File: src/mtbc_pkg.sv
// ----------------------------------------------------------------------------
// mtbc_pkg
// Shared widths, constants and register codes for the motor thrust battery
// compensation datapath.
// ----------------------------------------------------------------------------
`default_nettype none

package mtbc_pkg;

   // field widths
   localparam int DEMAND_W  = 12;
   localparam int TRIM_W    = 9;
   localparam int DSUM_W    = 13;   // demand plus trim, signed
   localparam int MV_W      = 16;
   localparam int DUTY_W    = 10;
   localparam int NUM_MOTORS = 4;

   // internal arithmetic widths
   localparam int DEN_W    = 33;    // 100000 * mv
   localparam int COEF_W   = 30;    // linear minus quadratic term, always positive
   localparam int PROD_W   = 44;    // signed numerator
   localparam int REM_W    = 39;    // positive numerator / running remainder
   localparam int LIMIT_W  = 43;    // 999 * denominator

   // scaled polynomial coefficients
   localparam logic signed [31:0] LIN_COEF  = 32'sd528000000;
   localparam logic signed [31:0] QUAD_COEF = 32'sd224604;
   localparam logic [DEN_W-1:0]   DEN_COEF  = DEN_W'(100000);

   // saturation value: the lower of full scale and the pwm top
   localparam logic [DUTY_W-1:0] DUTY_SAT  = DUTY_W'(999);
   localparam logic [DUTY_W-1:0] DUTY_ZERO = '0;

   // pipeline layout
   localparam int STAGES    = 15;
   localparam int DIV_FIRST = 4;
   localparam int DIV_LAST  = 13;
   localparam int OUT_STAGE = 14;
   localparam int DEN_DEPTH = 13;

   // configuration register indexes
   localparam int CSR_IDX_W = 3;
   typedef enum logic [CSR_IDX_W-1:0] {
      REG_TRIM_MOTOR1 = 3'd0,
      REG_TRIM_MOTOR2 = 3'd1,
      REG_TRIM_MOTOR3 = 3'd2,
      REG_TRIM_MOTOR4 = 3'd3
   } csr_index_type;

   // denominators along the divider stages
   typedef logic [DEN_DEPTH-1:0][DEN_W-1:0] den_pipe_type;

   // shared per-request side information, aligned with the numerator stage
   typedef struct packed {
      logic               stop;
      logic               mv_zero;
      logic [LIMIT_W-1:0] limit;
   } side_type;

endpackage

`default_nettype wire

File: src/mtbc_lane.sv
// ----------------------------------------------------------------------------
// mtbc_lane
// One motor lane: trim add, polynomial numerator, special-case sorting and
// a ten-stage restoring divider giving the duty value.
// ----------------------------------------------------------------------------
`default_nettype none

module mtbc_lane (
   input  wire logic                                    clock,
   input  wire logic [mtbc_pkg::STAGES-1:0]             stage_en,
   input  wire logic signed [mtbc_pkg::DEMAND_W-1:0]    demand,
   input  wire logic signed [mtbc_pkg::TRIM_W-1:0]      trim,
   input  wire mtbc_pkg::side_type                      side_s2,
   input  wire mtbc_pkg::den_pipe_type                  den,
   output logic [mtbc_pkg::DUTY_W-1:0]                  duty
);

   logic signed [mtbc_pkg::DSUM_W-1:0] d0_ff, d0_in, d1_ff;
   logic [mtbc_pkg::COEF_W-1:0]        c1_ff, c1_in;
   logic signed [31:0]                 quad_term, coef_full;
   logic signed [mtbc_pkg::PROD_W-1:0] n2_ff, n2_in;

   logic [mtbc_pkg::REM_W-1:0]  r_ff     [mtbc_pkg::DIV_FIRST-1:mtbc_pkg::DIV_LAST];
   logic [mtbc_pkg::DUTY_W-1:0] q_ff     [mtbc_pkg::DIV_FIRST-1:mtbc_pkg::DIV_LAST];
   logic                        force_ff [mtbc_pkg::DIV_FIRST-1:mtbc_pkg::DIV_LAST];
   logic [mtbc_pkg::DUTY_W-1:0] fval_ff  [mtbc_pkg::DIV_FIRST-1:mtbc_pkg::DIV_LAST];

   logic                        force3_in;
   logic [mtbc_pkg::DUTY_W-1:0] fval3_in;
   logic [mtbc_pkg::DUTY_W-1:0] duty_ff, duty_in;

   // stage 0: trimmed demand
   assign d0_in = {demand[mtbc_pkg::DEMAND_W-1], demand}
                + {{(mtbc_pkg::DSUM_W-mtbc_pkg::TRIM_W){trim[mtbc_pkg::TRIM_W-1]}}, trim};

   always_ff @(posedge clock) begin
      if (stage_en[0]) begin
         d0_ff <= d0_in;
      end
   end

   // stage 1: linear minus quadratic coefficient
   assign quad_term = mtbc_pkg::QUAD_COEF * 32'(d0_ff);
   assign coef_full = mtbc_pkg::LIN_COEF - quad_term;
   assign c1_in     = coef_full[mtbc_pkg::COEF_W-1:0];

   always_ff @(posedge clock) begin
      if (stage_en[1]) begin
         d1_ff <= d0_ff;
         c1_ff <= c1_in;
      end
   end

   // stage 2: numerator d * coefficient
   assign n2_in = mtbc_pkg::PROD_W'(d1_ff) * $signed({14'd0, c1_ff});

   always_ff @(posedge clock) begin
      if (stage_en[2]) begin
         n2_ff <= n2_in;
      end
   end

   // stage 3: stop, dead battery, non-positive numerator and saturation
   always_comb begin
      force3_in = 1'b1;
      fval3_in  = mtbc_pkg::DUTY_ZERO;
      priority if (side_s2.stop) begin
         fval3_in = mtbc_pkg::DUTY_ZERO;
      end else if (side_s2.mv_zero) begin
         fval3_in = mtbc_pkg::DUTY_SAT;
      end else if (n2_ff[mtbc_pkg::PROD_W-1] || (n2_ff == '0)) begin
         fval3_in = mtbc_pkg::DUTY_ZERO;
      end else if (n2_ff[mtbc_pkg::LIMIT_W-1:0] >= side_s2.limit) begin
         fval3_in = mtbc_pkg::DUTY_SAT;
      end else begin
         force3_in = 1'b0;
      end
   end

   always_ff @(posedge clock) begin
      if (stage_en[3]) begin
         r_ff[mtbc_pkg::DIV_FIRST-1]     <= n2_ff[mtbc_pkg::REM_W-1:0];
         q_ff[mtbc_pkg::DIV_FIRST-1]     <= '0;
         force_ff[mtbc_pkg::DIV_FIRST-1] <= force3_in;
         fval_ff[mtbc_pkg::DIV_FIRST-1]  <= fval3_in;
      end
   end

   // stages 4..13: one quotient bit per stage, msb first
   for (genvar j = mtbc_pkg::DIV_FIRST; j <= mtbc_pkg::DIV_LAST; j++) begin : g_div
      localparam int K = mtbc_pkg::DIV_LAST - j;
      logic [mtbc_pkg::LIMIT_W-1:0] shifted, rem_ext, rem_diff;
      logic [mtbc_pkg::REM_W-1:0]   r_in;
      logic [mtbc_pkg::DUTY_W-1:0]  q_in;

      assign shifted  = mtbc_pkg::LIMIT_W'(den[j-1]) << K;
      assign rem_ext  = mtbc_pkg::LIMIT_W'(r_ff[j-1]);
      assign rem_diff = rem_ext - shifted;

      always_comb begin
         if (rem_ext >= shifted) begin
            r_in = rem_diff[mtbc_pkg::REM_W-1:0];
            q_in = q_ff[j-1] | (mtbc_pkg::DUTY_W'(1) << K);
         end else begin
            r_in = r_ff[j-1];
            q_in = q_ff[j-1];
         end
      end

      always_ff @(posedge clock) begin
         if (stage_en[j]) begin
            r_ff[j]     <= r_in;
            q_ff[j]     <= q_in;
            force_ff[j] <= force_ff[j-1];
            fval_ff[j]  <= fval_ff[j-1];
         end
      end
   end

   // stage 14: final duty select
   assign duty_in = force_ff[mtbc_pkg::DIV_LAST] ? fval_ff[mtbc_pkg::DIV_LAST]
                                                 : q_ff[mtbc_pkg::DIV_LAST];

   always_ff @(posedge clock) begin
      if (stage_en[mtbc_pkg::OUT_STAGE]) begin
         duty_ff <= duty_in;
      end
   end

   assign duty = duty_ff;

endmodule

`default_nettype wire

File: config.mk
export PLATFORM = sky130hd
export DESIGN_NAME = mtbc_lane
export DESIGN_NICKNAME = d
export VERILOG_FILES = /design/src/mtbc_pkg.sv /design/src/mtbc_lane.sv
export SDC_FILE = /design/constraint.sdc
export NUM_CORES = 2
export LEC_CHECK = 0
export ABC_AREA = 1
export BUFFER_PORTS_ARGS = -buffer_cell sky130_fd_sc_hd__clkbuf_2
export CAP_MARGIN = 30
export CORE_UTILIZATION = 30
export CTS_CLUSTER_SIZE = 8
export DETAILED_ROUTE_END_ITERATION = 7
export GPL_TIMING_DRIVEN = 0
export PLACE_DENSITY = 0.51
export REMOVE_ABC_BUFFERS = 1
export SYNTH_ARGS = -nofsm -noshare
export SYNTH_HDL_FRONTEND = slang
export SYNTH_SLANG_ARGS = --single-unit
File: constraint.sdc
create_clock -name clock -period 7.1 [get_ports clock]
set_input_delay 1.065 -clock clock [delete_from_list [all_inputs] [get_ports clock]]
set_output_delay 1.065 -clock clock [all_outputs]
set_load 0.01 [all_outputs]
==> key figures <==
Status
  – Status: finished, final reports clean

STA
  – Final max-slew violation count: 0
  – Hold Vio Cnt, Final: 0
  – Fin crit share: approximately 90%
  – Setup_tns: 0 ns
  – Final hold slack: roughly 0.41 ns
  – Skew final: 0.03702 ns
  – Final setup vio count: 0
  – Peak Freq: 152.7 MHz
  – Slew headroom: 35.11%
  – Worst-Margin Slew: between 0.9 and 1 ns
  – Final min period: 6.551 ns
  – Final setup margin: 0.5493 ns
  – Unrepaired setup endpoints after global routing: false

Setup path
  – Arrival @ worst endpoint: a little under 7 ns
  – Critical-path maximum fanout: 18
  – Worst-path cell chain: buf_8 -> nand2_1 -> fa_1 -> inv_1 -> fa_1 -> fa_1 -> inv_1 -> fa_1 -> inv_1 -> fa_1 -> ha_1 -> ha_1 -> a21oi_1 -> o21ai_0 -> o21bai_1 -> a21oi_1 -> o21ai_1 -> a21oi_1 -> xnor2_1
  – Crit-path max cell delay: ~0.97 ns
  – CP Data Required Time: 7.51 ns
  – Slowest CP cell: edfxtp_1
  – Most used cell, CP: fa_1
  – Crit path max-delay family: adder cells
  – CP endpoint kind: flop
  – Crit path kind: reg2reg
  – CP bufs+invs: 4
  – Crit start category: flop

Clock tree
  – H-tree levels: 3
  – Clk root buf: clkbuf_16
  – Clock input transition at the sequential cells of the worst setup and hold paths: 0.05 ns
  – Clock Path Buffers: 3
  – TritonCTS clock tree: built
  – Hold Buf Count CTS: 0
  – Number of clock buffers inserted by TritonCTS: 82
  – Clock Latency Late Sink: 0.69 ns
  – Clock Sinks: 553

Global route
  – Total grt overflow: 0
  – Vias in the first global route: around 53,000
  – Initial antenna violation count: 19
  – Total track usage: 21.40%
  – Largest net degree at the start of global routing: 60
  – First-pass GRT wire length: 327,000 um

Yosys
  – Synth warnings: 0
  – Yosys top cell by area: edfxtp_1
  – Avg Inst Size Synth: 7.763 um2
  – Count of cell types in the netlist: 63
  – Area of the mapped netlist: 59,850 um2
  – Synth top area share: 27.75%
  – Main synth FF type: edfxtp_1
  – Async SR Flop Fraction: 0%
  – Cells after Synth: 7,709
  – Number of synthesized flops with an enable pin: 553
  – Top cells by area, synth: edfxtp_1 28%, ha_1 13%, fa_1 12%
  – Post-synthesis sequential area ratio: between 20% and 30%
  – Yosys reg bits: 553

Cells and area
  – Combined flip-flop and latch cell area: 16,610 um2
  – Final net count: 9,614
  – Fillers: ~21,000
  – Area Overhead vs Synth: 12.97%
  – Footprint of the multi-input gates: 37,170 um2
  – Layout cells sized above 1: a little under 8%
  – Non-Filler Instances: 10,783

Routing
  – DRT iter0 DRCs: ~3,000
  – Via density: slightly below 5
  – DRC viols: 0
  – DR vias: 51,821
  – Wire length per cell: 20.30 um
  – Detailed Routing Iterations Pass 1: 6
  – Routed Antenna Nets: 0
  – Drt total wl: 218,900 um

Min path
  – Class of the worst hold path: reg2reg

Placed design
  – Placed insts: 10,667
  – Buffers added on ports: 421
  – Detailed placer's ending HPWL: 187,500 um
  – Dpl ws: 0.1660 ns
  – GP Congestion: 0.9588

Floorplanning
  – Die area: 201,300 um2
  – Num ports: 521
  – Core area: 197,800 um2
  – Initial Utilization: 30.25%
  – Cell Rows: 163
  – Die H: 448.7 um
  – Die X: about 450 um

Job
  – Max cap viols: 0
[cells in the mapped netlist (all sizes together) (4+ instances only)]
cell type and n:
buf 78, a21boi 25, a211oi 5, a31oi 70, nor2 608, o21bai 60
xor2 160, fa 373, a21o 55, nor3 74, a21oi 450, edfxtp 553
inv 1445, or2 18, o21a 19, nor4 36, nand3 307, nand3b 31
ha 616, clkbuf 53, nand2 1995, o2111ai 11, nand4 60, o221ai 4
o211ai 30, xnor2 127, o21ai 429
[layer usage]
layer / GRT usage [%] / wire, um
met1: 25.76 / 90960
met2: 38.26 / 109600
met3: 1.735 / 6653
met4: 10.36 / 11650
met5: 0 / 13
[layout by cell type (no fill, tap or decap), types with 301 or more instances in the layout]
master | netlist | layout
nand2_1 | 1981 | 1981
inv_1 | 1434 | 1434
ha_1 | 616 | 616
nor2_1 | 602 | 602
edfxtp_1 | 553 | 553
a21oi_1 | 434 | 433
clkbuf_2 | 1 | 420
fa_1 | 373 | 373
o21ai_0 | 348 | 348
nand3_1 | 301 | 301
[metrics by stage]
step,area [um2],util (%)
2_1_floorplan,59160,-
3_3_place_gp,64570,32.64
3_5_place_dp,65290,33.00
4_1_cts,67540,34.14
5_1_grt,67610,34.18
6_report,67610,34.18
[final cells by class]
class                   count  share of cell area (%)
inverters                1446                   8.037
clock inverters            15                  0.2554
diodes                      9                 0.03331
multi-input cells        5579                   54.98
well taps                2640                   4.885
clock buffers              89                   3.074
flip-flops and latches    553                   24.56
repair buffers            452                   4.179
[flip-flops by register name, indices dropped and copies added, names as in the netlist]
name and flops:
duty 10, c1_ff 27, n2_ff 42, d0_ff 13
r_ff 371, force_ff 11, q_ff 55, d1_ff 13
fval_ff 11
[path summary, 6_finish.rpt]
kind	start	end	slack, ns	cells after the start
max	d1_ff[7]$_DFFE_PP_	n2_ff[33]$_DFFE_PP_	0.55	19
min	force_ff[2][2]$_DFFE_PP_	force_ff[2][3]$_DFFE_PP_	0.41	0
max reg2reg	d1_ff[7]$_DFFE_PP_	n2_ff[33]$_DFFE_PP_	0.55	19
min reg2reg	force_ff[2][2]$_DFFE_PP_	force_ff[2][3]$_DFFE_PP_	0.41	0
[logic make-up (layout without fill, tap and decap cells)]
family / Yosys count / count (layout) / share of synthesized area [%]
AO/OA/AOI/OAI: 1163 / 1163 / 10.99
AND/OR/NAND/NOR: 3140 / 3140 / 21.46
other: 0 / 9 / 0
XOR/XNOR: 287 / 287 / 4.225
adder cells (fa/ha/maj): 989 / 989 / 25.35
buffers and inverters: 1577 / 2002 / 10.22
flip-flops: 553 / 553 / 27.75
[timing repair]
action                     4_1_cts  5_1_grt
gates resized for setup          0        1
setup buffers                    0        1
setup endpoints to repair        0       12
Power is not shown: default switching activity piles up to over one toggle a cycle in this logic, so the estimate is an artifact.
